===== src/rtl/mei_pkg.sv =====
`default_nettype none

package mei_pkg;

    localparam int SAMPLE_RATE_HZ_DEF = 100000;
    localparam int SAMPLE_WIDTH_DEF   = 24;
    localparam int COEF_FRAC_BITS_DEF = 28;

    localparam int COEF_WIDTH  = 32;
    localparam int HIST_WIDTH  = 32;
    localparam int ACC_WIDTH   = 64;
    localparam int COEF_COUNT  = 16;
    localparam int STEP_WIDTH  = 5;

    localparam logic signed [ACC_WIDTH-1:0] HIST_MAX = 64'sd2147483647;
    localparam logic signed [ACC_WIDTH-1:0] HIST_MIN = -64'sd2147483648;

    localparam logic [63:0] PI_Q30     = 64'd3373259426;
    localparam logic [63:0] PREWARP_HZ = 64'd1000;
    localparam logic [63:0] ONE_Q30    = 64'd1 << 30;
    localparam logic signed [63:0] Q16_ONE = 64'sd65536;

    // Per section, all scaled by ten: denominator k and c, whether the
    // numerator has the C squared term, numerator k and c.
    localparam logic signed [63:0] SECT_DEN_K [3] = '{64'sd59761, 64'sd64255, 64'sd248910};
    localparam logic signed [63:0] SECT_DEN_C [3] =
        '{64'sd252550000, 64'sd1397500000, 64'sd12700000000};
    localparam logic SECT_NUM_C2 [3] = '{1'b1, 1'b1, 1'b0};
    localparam logic signed [63:0] SECT_NUM_K [3] = '{64'sd56665, 64'sd58934, 64'sd31137};
    localparam logic signed [63:0] SECT_NUM_C [3] = '{64'sd0, 64'sd1792600000, 64'sd6976800000};

    typedef logic [COEF_COUNT-1:0][COEF_WIDTH-1:0] coef_tab_t;

    typedef enum logic [3:0] {
        OP_NONE,
        OP_X,
        OP_P1,
        OP_P2,
        OP_S1_1,
        OP_S1_2,
        OP_S2_1,
        OP_S2_2,
        OP_S3_1,
        OP_S3_2
    } mei_op_t;

    typedef enum logic [1:0] {
        ACC_HOLD,
        ACC_LOAD,
        ACC_ADD,
        ACC_SUB
    } mei_acc_t;

    typedef enum logic [2:0] {
        HW_NONE,
        HW_SEC1,
        HW_SEC2,
        HW_SEC3,
        HW_OUT
    } mei_hw_t;

    typedef enum logic {
        J_NEXT,
        J_DONE
    } mei_jmp_t;

    typedef struct packed {
        mei_op_t  op;
        logic [3:0] coef;
        mei_acc_t acc;
        mei_hw_t  hw;
        mei_jmp_t jmp;
    } mei_uword_t;

    typedef struct packed {
        logic       run;
        logic       load;
        logic       clear;
        mei_uword_t uw;
    } mei_ctrl_t;

    // Restoring division, one quotient bit per iteration.
    function automatic logic [63:0] mei_udiv(input logic [127:0] num, input logic [63:0] den);
        logic [64:0] rem;
        logic [63:0] q;
        rem = '0;
        q = '0;
        for (int i = 127; i >= 0; i--)
        begin
            rem = {rem[63:0], num[i]};
            q = {q[62:0], 1'b0};
            if (rem >= {1'b0, den})
            begin
                rem = rem - {1'b0, den};
                q[0] = 1'b1;
            end
        end
        return q;
    endfunction

    function automatic logic [63:0] mei_mul_q30(input logic [63:0] a, input logic [63:0] b);
        logic [63:0] p;
        p = a * b + (64'd1 << 29);
        return p >> 30;
    endfunction

    function automatic logic [63:0] mei_q30_ratio(input logic [63:0] n, input logic [63:0] d);
        return mei_udiv({64'd0, (n << 30) + (d >> 1)}, d);
    endfunction

    function automatic logic [COEF_WIDTH-1:0] mei_coef_div(input logic signed [63:0] num,
                                                           input logic signed [63:0] den,
                                                           input int frac);
        logic [63:0]  mag;
        logic [63:0]  q;
        logic [127:0] wide;
        logic         neg;
        if (den <= 0)
        begin
            return '0;
        end
        neg = num < 0;
        mag = neg ? 64'(-num) : 64'(num);
        wide = {64'd0, mag} << (frac + 1);
        q = mei_udiv(wide, 64'(den));
        q = (q + 64'd1) >> 1;
        if (q > 64'h8000_0000)
        begin
            q = 64'h8000_0000;
        end
        if (neg)
        begin
            return 32'(-q);
        end
        if (q > 64'h7FFF_FFFF)
        begin
            q = 64'h7FFF_FFFF;
        end
        return q[31:0];
    endfunction

    // Bilinear transform with prewarping at 1 kHz; C = w / tan(w / 2fs).
    function automatic coef_tab_t mei_build_coefs(input int fs_hz, input int frac);
        logic [63:0] fs;
        logic [63:0] x;
        logic [63:0] z;
        logic [63:0] h;
        logic [63:0] s;
        logic [63:0] cq;
        logic signed [63:0] p2;
        logic signed [63:0] cc;
        logic signed [63:0] cs;
        logic signed [63:0] den;
        logic signed [63:0] bp;
        logic signed [63:0] s0;
        coef_tab_t tab;
        tab = '0;
        fs = 64'(fs_hz);
        x = mei_udiv({64'd0, PI_Q30 * PREWARP_HZ + (fs >> 1)}, fs);
        z = mei_mul_q30(x, x);
        h = mei_q30_ratio(64'd1382, 64'd638512875);
        h = mei_q30_ratio(64'd2, 64'd93555) + mei_mul_q30(z, h);
        h = mei_q30_ratio(64'd1, 64'd4725) + mei_mul_q30(z, h);
        h = mei_q30_ratio(64'd2, 64'd945) + mei_mul_q30(z, h);
        h = mei_q30_ratio(64'd1, 64'd45) + mei_mul_q30(z, h);
        h = mei_q30_ratio(64'd1, 64'd3) + mei_mul_q30(z, h);
        s = ONE_Q30 - mei_mul_q30(z, h);
        cq = (64'd2 * fs * s + (64'd1 << 21)) >> 22;
        p2 = $signed(cq * cq) * 64'sd10;
        cc = $signed(cq << 8);
        for (int k = 0; k < 3; k++)
        begin
            cs = SECT_DEN_C[k] * Q16_ONE;
            den = p2 + SECT_DEN_K[k] * cc + cs;
            bp = SECT_NUM_C2[k] ? p2 : 64'sd0;
            s0 = SECT_NUM_C[k] * Q16_ONE;
            tab[5*k]     = mei_coef_div(bp + SECT_NUM_K[k] * cc + s0, den, frac);
            tab[5*k + 1] = mei_coef_div(64'sd2 * s0 - 64'sd2 * bp, den, frac);
            tab[5*k + 2] = mei_coef_div(bp - SECT_NUM_K[k] * cc + s0, den, frac);
            tab[5*k + 3] = mei_coef_div(64'sd2 * cs - 64'sd2 * p2, den, frac);
            tab[5*k + 4] = mei_coef_div(p2 - SECT_DEN_K[k] * cc + cs, den, frac);
        end
        return tab;
    endfunction

endpackage

`default_nettype wire


===== src/rtl/mei_in_if.sv =====
`default_nettype none

interface mei_in_if #(
    parameter int W = mei_pkg::SAMPLE_WIDTH_DEF
) ();
    logic                valid;
    logic                ready;
    logic signed [W-1:0] sample;
    logic                start_req;

    modport source (output valid, output sample, output start_req, input ready);
    modport sink (input valid, input sample, input start_req, output ready);
endinterface

`default_nettype wire


===== src/rtl/mei_out_if.sv =====
`default_nettype none

interface mei_out_if #(
    parameter int W = mei_pkg::SAMPLE_WIDTH_DEF
) ();
    logic                valid;
    logic                ready;
    logic signed [W-1:0] filtered;

    modport source (output valid, output filtered, input ready);
    modport sink (input valid, input filtered, output ready);
endinterface

`default_nettype wire


===== src/rtl/mei_seq.sv =====
`default_nettype none

module mei_seq (
    input  wire logic              clk,
    input  wire logic              rst_n,
    input  wire logic              in_valid,
    input  wire logic              start_req,
    input  wire logic              out_busy,
    output logic                   in_ready,
    output mei_pkg::mei_ctrl_t     ctrl
);
    import mei_pkg::*;

    logic                  busy_reg;
    logic                  busy_next;
    logic [STEP_WIDTH-1:0] step_reg;
    logic [STEP_WIDTH-1:0] step_next;
    mei_uword_t            uw;
    logic                  stall;
    logic                  accept;

    // Each section runs its five products in the order b1, b2, a1, a2, b0, so
    // the products that do not need the previous section's result go first.
    function automatic mei_uword_t ucode(input logic [STEP_WIDTH-1:0] s);
        mei_uword_t w;
        w = '{op: OP_NONE, coef: 4'd0, acc: ACC_HOLD, hw: HW_NONE, jmp: J_NEXT};
        unique case (s)
            5'd0:  w = '{OP_P1,   4'd1,  ACC_HOLD, HW_NONE, J_NEXT};
            5'd1:  w = '{OP_P2,   4'd2,  ACC_LOAD, HW_NONE, J_NEXT};
            5'd2:  w = '{OP_S1_1, 4'd3,  ACC_ADD,  HW_NONE, J_NEXT};
            5'd3:  w = '{OP_S1_2, 4'd4,  ACC_SUB,  HW_NONE, J_NEXT};
            5'd4:  w = '{OP_X,    4'd0,  ACC_SUB,  HW_NONE, J_NEXT};
            5'd5:  w = '{OP_S1_1, 4'd6,  ACC_ADD,  HW_NONE, J_NEXT};
            5'd6:  w = '{OP_S1_2, 4'd7,  ACC_LOAD, HW_SEC1, J_NEXT};
            5'd7:  w = '{OP_S2_1, 4'd8,  ACC_ADD,  HW_NONE, J_NEXT};
            5'd8:  w = '{OP_S2_2, 4'd9,  ACC_SUB,  HW_NONE, J_NEXT};
            5'd9:  w = '{OP_S1_1, 4'd5,  ACC_SUB,  HW_NONE, J_NEXT};
            5'd10: w = '{OP_S2_1, 4'd11, ACC_ADD,  HW_NONE, J_NEXT};
            5'd11: w = '{OP_S2_2, 4'd12, ACC_LOAD, HW_SEC2, J_NEXT};
            5'd12: w = '{OP_S3_1, 4'd13, ACC_ADD,  HW_NONE, J_NEXT};
            5'd13: w = '{OP_S3_2, 4'd14, ACC_SUB,  HW_NONE, J_NEXT};
            5'd14: w = '{OP_S2_1, 4'd10, ACC_SUB,  HW_NONE, J_NEXT};
            5'd15: w = '{OP_NONE, 4'd0,  ACC_ADD,  HW_NONE, J_NEXT};
            5'd16: w = '{OP_NONE, 4'd0,  ACC_HOLD, HW_SEC3, J_NEXT};
            5'd17: w = '{OP_NONE, 4'd0,  ACC_HOLD, HW_OUT,  J_DONE};
            default: w = '{OP_NONE, 4'd0, ACC_HOLD, HW_NONE, J_DONE};
        endcase
        return w;
    endfunction

    always_comb
    begin
        uw = ucode(step_reg);
        stall = (uw.hw == HW_OUT) && out_busy;
        in_ready = !busy_reg || (uw.jmp == J_DONE && !stall);
        accept = in_valid && in_ready;

        busy_next = busy_reg;
        step_next = step_reg;
        if (busy_reg && !stall)
        begin
            unique case (uw.jmp)
                J_NEXT: step_next = step_reg + 1'b1;
                J_DONE: busy_next = 1'b0;
                default: busy_next = 1'b0;
            endcase
        end
        if (accept)
        begin
            busy_next = 1'b1;
            step_next = '0;
        end

        ctrl.run = busy_reg && !stall;
        ctrl.load = accept;
        ctrl.clear = accept && start_req;
        ctrl.uw = uw;
    end

    always_ff @(posedge clk or negedge rst_n)
    begin
        if (!rst_n)
        begin
            busy_reg <= 1'b0;
            step_reg <= '0;
        end
        else
        begin
            busy_reg <= busy_next;
            step_reg <= step_next;
        end
    end

endmodule

`default_nettype wire


===== src/rtl/mei_dp.sv =====
`default_nettype none

module mei_dp #(
    parameter int SAMPLE_RATE_HZ = mei_pkg::SAMPLE_RATE_HZ_DEF,
    parameter int SAMPLE_WIDTH   = mei_pkg::SAMPLE_WIDTH_DEF,
    parameter int COEF_FRAC_BITS = mei_pkg::COEF_FRAC_BITS_DEF
) (
    input  wire logic                           clk,
    input  wire logic                           rst_n,
    input  wire mei_pkg::mei_ctrl_t             ctrl,
    input  wire logic signed [SAMPLE_WIDTH-1:0] sample,
    input  wire logic                           out_ready,
    output logic                                out_valid,
    output logic signed [SAMPLE_WIDTH-1:0]      filtered,
    output logic                                out_busy
);
    import mei_pkg::*;

    localparam coef_tab_t COEFS = mei_build_coefs(SAMPLE_RATE_HZ, COEF_FRAC_BITS);
    localparam logic signed [ACC_WIDTH-1:0] RND = 64'sd1 <<< (COEF_FRAC_BITS - 1);
    localparam logic signed [32:0] OUT_MAX = (33'sd1 <<< (SAMPLE_WIDTH - 1)) - 33'sd1;
    localparam logic signed [32:0] OUT_MIN = -(33'sd1 <<< (SAMPLE_WIDTH - 1));

    logic signed [SAMPLE_WIDTH-1:0] x_reg;
    logic signed [SAMPLE_WIDTH-1:0] p1_reg;
    logic signed [SAMPLE_WIDTH-1:0] p2_reg;
    logic signed [HIST_WIDTH-1:0]   s1_1_reg;
    logic signed [HIST_WIDTH-1:0]   s1_2_reg;
    logic signed [HIST_WIDTH-1:0]   s2_1_reg;
    logic signed [HIST_WIDTH-1:0]   s2_2_reg;
    logic signed [HIST_WIDTH-1:0]   s3_1_reg;
    logic signed [HIST_WIDTH-1:0]   s3_2_reg;
    logic signed [ACC_WIDTH-1:0]    prod_reg;
    logic signed [ACC_WIDTH-1:0]    acc_reg;
    logic signed [ACC_WIDTH-1:0]    acc_next;
    logic                           out_valid_reg;
    logic signed [SAMPLE_WIDTH-1:0] filtered_reg;
    logic signed [SAMPLE_WIDTH-1:0] filtered_next;

    logic signed [HIST_WIDTH-1:0]   opnd;
    logic signed [COEF_WIDTH-1:0]   coef;
    logic signed [ACC_WIDTH-1:0]    rnd_sum;
    logic signed [ACC_WIDTH-1:0]    rnd_shift;
    logic signed [HIST_WIDTH-1:0]   y;
    logic signed [32:0]             o_sum;
    logic signed [32:0]             o_half;

    always_comb
    begin
        unique case (ctrl.uw.op)
            OP_X:    opnd = 32'(x_reg);
            OP_P1:   opnd = 32'(p1_reg);
            OP_P2:   opnd = 32'(p2_reg);
            OP_S1_1: opnd = s1_1_reg;
            OP_S1_2: opnd = s1_2_reg;
            OP_S2_1: opnd = s2_1_reg;
            OP_S2_2: opnd = s2_2_reg;
            OP_S3_1: opnd = s3_1_reg;
            OP_S3_2: opnd = s3_2_reg;
            default: opnd = '0;
        endcase
        coef = $signed(COEFS[ctrl.uw.coef]);

        unique case (ctrl.uw.acc)
            ACC_LOAD: acc_next = prod_reg;
            ACC_ADD:  acc_next = acc_reg + prod_reg;
            ACC_SUB:  acc_next = acc_reg - prod_reg;
            default:  acc_next = acc_reg;
        endcase

        // Round half up, then saturate the section output to 32 bits.
        rnd_sum = acc_reg + RND;
        rnd_shift = rnd_sum >>> COEF_FRAC_BITS;
        if (rnd_shift > HIST_MAX)
        begin
            y = HIST_MAX[HIST_WIDTH-1:0];
        end
        else if (rnd_shift < HIST_MIN)
        begin
            y = HIST_MIN[HIST_WIDTH-1:0];
        end
        else
        begin
            y = rnd_shift[HIST_WIDTH-1:0];
        end

        // Halve the last section output with rounding half up, then saturate it.
        o_sum = 33'(s3_1_reg) + 33'sd1;
        o_half = o_sum >>> 1;
        if (o_half > OUT_MAX)
        begin
            filtered_next = OUT_MAX[SAMPLE_WIDTH-1:0];
        end
        else if (o_half < OUT_MIN)
        begin
            filtered_next = OUT_MIN[SAMPLE_WIDTH-1:0];
        end
        else
        begin
            filtered_next = o_half[SAMPLE_WIDTH-1:0];
        end
    end

    always_ff @(posedge clk)
    begin
        if (ctrl.load)
        begin
            x_reg <= sample;
        end
        if (ctrl.run)
        begin
            prod_reg <= coef * opnd;
            acc_reg <= acc_next;
        end
        if (ctrl.run && ctrl.uw.hw == HW_OUT)
        begin
            filtered_reg <= filtered_next;
        end
    end

    always_ff @(posedge clk or negedge rst_n)
    begin
        if (!rst_n)
        begin
            p1_reg <= '0;
            p2_reg <= '0;
            s1_1_reg <= '0;
            s1_2_reg <= '0;
            s2_1_reg <= '0;
            s2_2_reg <= '0;
            s3_1_reg <= '0;
            s3_2_reg <= '0;
        end
        else if (ctrl.clear)
        begin
            p1_reg <= '0;
            p2_reg <= '0;
            s1_1_reg <= '0;
            s1_2_reg <= '0;
            s2_1_reg <= '0;
            s2_2_reg <= '0;
            s3_1_reg <= '0;
            s3_2_reg <= '0;
        end
        else if (ctrl.run)
        begin
            unique case (ctrl.uw.hw)
                HW_SEC1:
                begin
                    s1_2_reg <= s1_1_reg;
                    s1_1_reg <= y;
                end
                HW_SEC2:
                begin
                    s2_2_reg <= s2_1_reg;
                    s2_1_reg <= y;
                end
                HW_SEC3:
                begin
                    s3_2_reg <= s3_1_reg;
                    s3_1_reg <= y;
                    p2_reg <= p1_reg;
                    p1_reg <= x_reg;
                end
                default:
                begin
                end
            endcase
        end
    end

    always_ff @(posedge clk or negedge rst_n)
    begin
        if (!rst_n)
        begin
            out_valid_reg <= 1'b0;
        end
        else if (ctrl.run && ctrl.uw.hw == HW_OUT)
        begin
            out_valid_reg <= 1'b1;
        end
        else if (out_ready)
        begin
            out_valid_reg <= 1'b0;
        end
    end

    assign out_valid = out_valid_reg;
    assign filtered = filtered_reg;
    assign out_busy = out_valid_reg && !out_ready;

endmodule

`default_nettype wire


===== src/rtl/middle_ear_iir_filter.sv =====
// Middle ear filter: three cascaded second-order IIR sections with fixed
// coefficients, followed by a halving, saturated output stage.
// The din channel carries one word per sample: a signed sample and a
// start_req flag; start_req clears all filter history before that sample.
// The dout channel returns one filtered word per input word, in order.
// A single 32 x 32 multiplier and a 64-bit accumulator are shared by all
// fifteen products under a microcode program of 18 steps.
// The program length sets the word rate; the next word is taken in the same
// cycle as the last step of the previous one, unless that step must wait.
// The output register holds a result while the receiver stalls; the next word
// is still accepted and processed, and its last step waits for the register.
// Reset clears the history, the sequencer and the output valid flag; the
// coefficients are constants computed from the parameters at elaboration.
`default_nettype none

module middle_ear_iir_filter #(
    parameter int SAMPLE_RATE_HZ = mei_pkg::SAMPLE_RATE_HZ_DEF,
    parameter int SAMPLE_WIDTH   = mei_pkg::SAMPLE_WIDTH_DEF,
    parameter int COEF_FRAC_BITS = mei_pkg::COEF_FRAC_BITS_DEF
) (
    input  wire logic  clk,
    input  wire logic  rst_n,
    mei_in_if.sink     din,
    mei_out_if.source  dout
);
    import mei_pkg::*;

    mei_ctrl_t ctrl;
    logic      out_busy;
    logic      in_ready;
    logic      out_valid;
    logic signed [SAMPLE_WIDTH-1:0] filtered;

    mei_seq u_seq (
        .clk       (clk),
        .rst_n     (rst_n),
        .in_valid  (din.valid),
        .start_req (din.start_req),
        .out_busy  (out_busy),
        .in_ready  (in_ready),
        .ctrl      (ctrl)
    );

    mei_dp #(
        .SAMPLE_RATE_HZ (SAMPLE_RATE_HZ),
        .SAMPLE_WIDTH   (SAMPLE_WIDTH),
        .COEF_FRAC_BITS (COEF_FRAC_BITS)
    ) u_dp (
        .clk       (clk),
        .rst_n     (rst_n),
        .ctrl      (ctrl),
        .sample    (din.sample),
        .out_ready (dout.ready),
        .out_valid (out_valid),
        .filtered  (filtered),
        .out_busy  (out_busy)
    );

    assign din.ready = in_ready;
    assign dout.valid = out_valid;
    assign dout.filtered = filtered;

endmodule

`default_nettype wire


===== src/flat_wrapper.sv =====
// flat-port wrapper written by rule: the top's interface ports become plain ports
module middle_ear_iir_filter_flat import mei_pkg::*;
#(
    parameter int SAMPLE_RATE_HZ = mei_pkg::SAMPLE_RATE_HZ_DEF,
    parameter int SAMPLE_WIDTH   = mei_pkg::SAMPLE_WIDTH_DEF,
    parameter int COEF_FRAC_BITS = mei_pkg::COEF_FRAC_BITS_DEF
)
  (clk, rst_n, din_valid, din_sample, din_start_req, din_ready, dout_valid, dout_filtered, dout_ready);
  mei_in_if din_i ();
  mei_out_if dout_i ();
  input  wire logic clk;
  input  wire logic rst_n;
  input wire logic [$bits(din_i.valid)-1:0] din_valid;
  input wire logic [$bits(din_i.sample)-1:0] din_sample;
  input wire logic [$bits(din_i.start_req)-1:0] din_start_req;
  output wire logic [$bits(din_i.ready)-1:0] din_ready;
  output wire logic [$bits(dout_i.valid)-1:0] dout_valid;
  output wire logic [$bits(dout_i.filtered)-1:0] dout_filtered;
  input wire logic [$bits(dout_i.ready)-1:0] dout_ready;
  assign din_i.valid = din_valid;
  assign din_i.sample = din_sample;
  assign din_i.start_req = din_start_req;
  assign din_ready = din_i.ready;
  assign dout_valid = dout_i.valid;
  assign dout_filtered = dout_i.filtered;
  assign dout_i.ready = dout_ready;
  middle_ear_iir_filter #(.SAMPLE_RATE_HZ(SAMPLE_RATE_HZ), .SAMPLE_WIDTH(SAMPLE_WIDTH), .COEF_FRAC_BITS(COEF_FRAC_BITS)) u_core (.clk(clk), .rst_n(rst_n), .din(din_i), .dout(dout_i));
endmodule

===== config.mk =====
export PLATFORM = sky130hd
export DESIGN_NAME = middle_ear_iir_filter_flat
export DESIGN_NICKNAME = d
export VERILOG_FILES = /design/src/rtl/mei_pkg.sv /design/src/rtl/mei_in_if.sv /design/src/rtl/mei_out_if.sv /design/src/rtl/mei_seq.sv /design/src/rtl/mei_dp.sv /design/src/rtl/middle_ear_iir_filter.sv /design/src/flat_wrapper.sv
export SDC_FILE = /design/constraint.sdc
export NUM_CORES = 2
export LEC_CHECK = 0
export BUFFER_PORTS_ARGS = -buffer_cell sky130_fd_sc_hd__clkbuf_2
export CORE_ASPECT_RATIO = 1.25
export CORE_MARGIN = 8
export CORE_UTILIZATION = 64
export CTS_CLUSTER_DIAMETER = 50
export DETAILED_ROUTE_END_ITERATION = 12
export PLACE_DENSITY = 0.84
export SLEW_MARGIN = 20
export SYNTH_ARGS = -nofsm -noshare
export SYNTH_HDL_FRONTEND = slang
export SYNTH_SLANG_ARGS = --single-unit

===== constraint.sdc =====
create_clock -name clk -period 13.5 [get_ports clk]
set_input_delay 0.675 -clock clk [delete_from_list [all_inputs] [get_ports clk]]
set_output_delay 0.675 -clock clk [all_outputs]
set_load 0.005 [all_outputs]

==> results.toml <==
[timing]
tns_ns = 0
post-route-min-period_ns = 12.32
period_share = 0.913
hold_slack_ns = 0.111
tightest_slew_ns = 1.37
drv_slew = 0
slew_headroom = 0.0755
skew_ns = 0.0246
fin_ws_ns = 1.18
setup_viol = 0
hold_violations = 0
max_freq_ghz = 0.0811
rsz0062_at_grt = "no"

[floorplanning]
die_h_um = 355
fp.coreArea_mm2 = 0.0912
dieArea_mm2 = 0.102
io_pins = 55
die_w_um = 287
rows = 124
start_util = 0.643

[worst_hold_path]
hp-class = "input pin to async pin"

[place]
dp_slack_ns = 1.48
place_congestion = 1.05
dpl.cell_count = 7572
post-dp-hpwl_um = 149000
io_buffers = 54

[drt]
routed_wl_um = 197000
drc = 0
viasPerCell = 6.50
drt-initial-drc-count = 6019
wl_per_cell_um = 25.7
ant_nets = 0
vias = 49788
drt_first_pass_iters = 7

[setup_path]
worstPathArrival_ns = 12.66
cpMostUsedCell = "fa_1"
cp_top_family = "adder cells"
worst-path-buf-inv = 8
cp_slowest_cell = "fa_1"
required_ns = 13.84
crit_type = "register to register"
cp_max_fo = 18
cp-start-kind = "register"
crit_path_max_incr_delay_ns = 0.84
worst_setup_path_end_kind = "register"

[cells_and_area]
post_route_cells_drive_above_1_share = 0.0522
multiInputGateArea_mm2 = 0.0422
fin_cells = 7663
area_growth_pct = 4.81
finalNetCount = 7756
nFillCells = 7159
final-seq-area_mm2 = 0.0115

[synthesis]
yosys_warnings = 0
yosysSeqAreaShare = 0.195
netlist_area_mm2 = 0.0587
synthArstFlopShare = 0.584
ys.flop_type = "dfrtp_1"
ys_types = 88
syn_avg_cell_area_um2 = 8.93
synth.net_count = 7908
synth_edf_count = 176
ys_ff_latch = 423
synth_cells = 6576

[grt]
grt_first_pass_wirelength_um = 299000
grt_max_degree = 116
grt_util_all_layers = 0.388
antenna_found_initial = 13
grt-ovfl-total = 0
grt_pass1_vias = 50740

[cts]
cts_tree = "done"
cts_resized = 0
clock_path_buffers = 3
postCtsSetupBuffers = 0
clk_latency_ns = 0.61
h-tree-depth = 2
cts_sinks = 423
clk_pin_slew_ns = 0.06
cts_buffers = 43
holdBufCountCts = 0
cts_root_buffer = "clkbuf_16"

[run]
cap_violations = 0

[run_status]
status = "finished clean"
## routing by layer
layer	wire length, um	up-vias	track usage
met5	220	-	0.0106
met1	62400	24432	0.443
met2	87600	3611	0.593
met4	20500	14	0.301
met3	26500	1172	0.134
li1	-	20559	-
## per-stage QoR
step           cell area (um2)   util
2_1_floorplan            58700      -
3_3_place_gp             60100  0.658
3_5_place_dp             60100  0.658
4_1_cts                  61400  0.673
5_1_grt                  61500  0.674
6_report                 61500  0.674
## worst register-to-register path, delay by kind of cell (launching register included)
| family | cells | cell delay [ns] |
|---|---|---|
| adder cells (fa/ha/maj) | 10 | 5.19 |
| XOR/XNOR | 1 | 0.16 |
| AND/OR/NAND/NOR | 5 | 1.78 |
| AO/OA/AOI/OAI | 12 | 2.84 |
| buffers and inverters | 8 | 1.59 |
| flip-flops | 1 | 0.53 |
## path summary, 6_finish.rpt
path                                                from                       end  slack, ns  cells after the start
worst max-delay path            u_core.u_seq.step_reg[1]  u_core.u_dp.prod_reg[62]       1.18                     36
worst min-delay path                               rst_n  u_core.u_seq.step_reg[3]       0.11                      1
worst max register to register  u_core.u_seq.step_reg[1]  u_core.u_dp.prod_reg[62]       1.18                     36
worst min register to register  u_core.u_dp.s1_2_reg[10]  u_core.u_dp.s1_2_reg[10]       0.50                      2
max in group asynchronous                          rst_n    u_core.u_dp.p1_reg[21]      11.87                      2
min in group clk                           din_sample[7]      u_core.u_dp.x_reg[7]       0.24                      1
## cell usage after synthesis (32+ instances only)
library cell  number  area [um2]
nand4_1           46         288
nand2_1          986        3700
mux2i_1           36         360
a21oi_1          495        2480
clkbuf_1         268        1010
ha_1             297        3720
fa_1            1006       20100
edfxtp_1         176        5290
nand2b_1          48         300
dfrtp_1          247        6180
xnor2_1          134        1170
a31oi_1           46         288
a21o_1            80         601
buf_2             82         410
inv_1           1025        3850
a22oi_1           32         240
xor2_1           112         981
and3_1            34         213
nor2_1           627        2350
o21ai_0          238        1190
nor3_1            39         195
and2_1            42         263
nand3_1          106         531
## cell usage in the layout (no fill, tap or decap), drive strengths merged, types with 19 or more instances in the layout
master / count
and2: 42
nand4: 47
fa: 1006
or3: 19
nor2: 631
o31ai: 31
nand2: 986
a22oi: 32
a211oi: 19
o21ai: 243
ha: 297
buf: 119
inv: 1031
nor3: 44
xor2: 112
a21oi: 495
a221oi: 19
a21o: 80
nand2b: 48
o22ai: 28
o21bai: 27
a31oi: 47
nand3: 106
mux2i: 36
xnor2: 135
edfxtp: 176
dfrtp: 247
and3: 34
clkbuf: 117
## layout make-up
cell class              instances  share of cell area
clock buffers                  64              0.0196
inverters                    1025              0.0625
well taps                    1197              0.0243
diodes                          8            0.000325
multi-input cells            4759               0.685
clock inverters                15             0.00195
flip-flops and latches        423               0.186
repair buffers                172              0.0195
## kinds of logic after synthesis
| logic type | Yosys count | share of synthesized area |
|---|---|---|
| AOI/OAI and AO/OA | 1140 | 0.117 |
| xor gates and xnor gates | 247 | 0.0370 |
| adders and majority gates | 1303 | 0.406 |
| buffers and inverters | 1394 | 0.0909 |
| DFF | 423 | 0.195 |
| muxes | 37 | 0.00633 |
| and+or+nand+nor | 2032 | 0.147 |
Power is not shown: default switching activity piles up to over one toggle a cycle in this logic, so the estimate is an artifact.
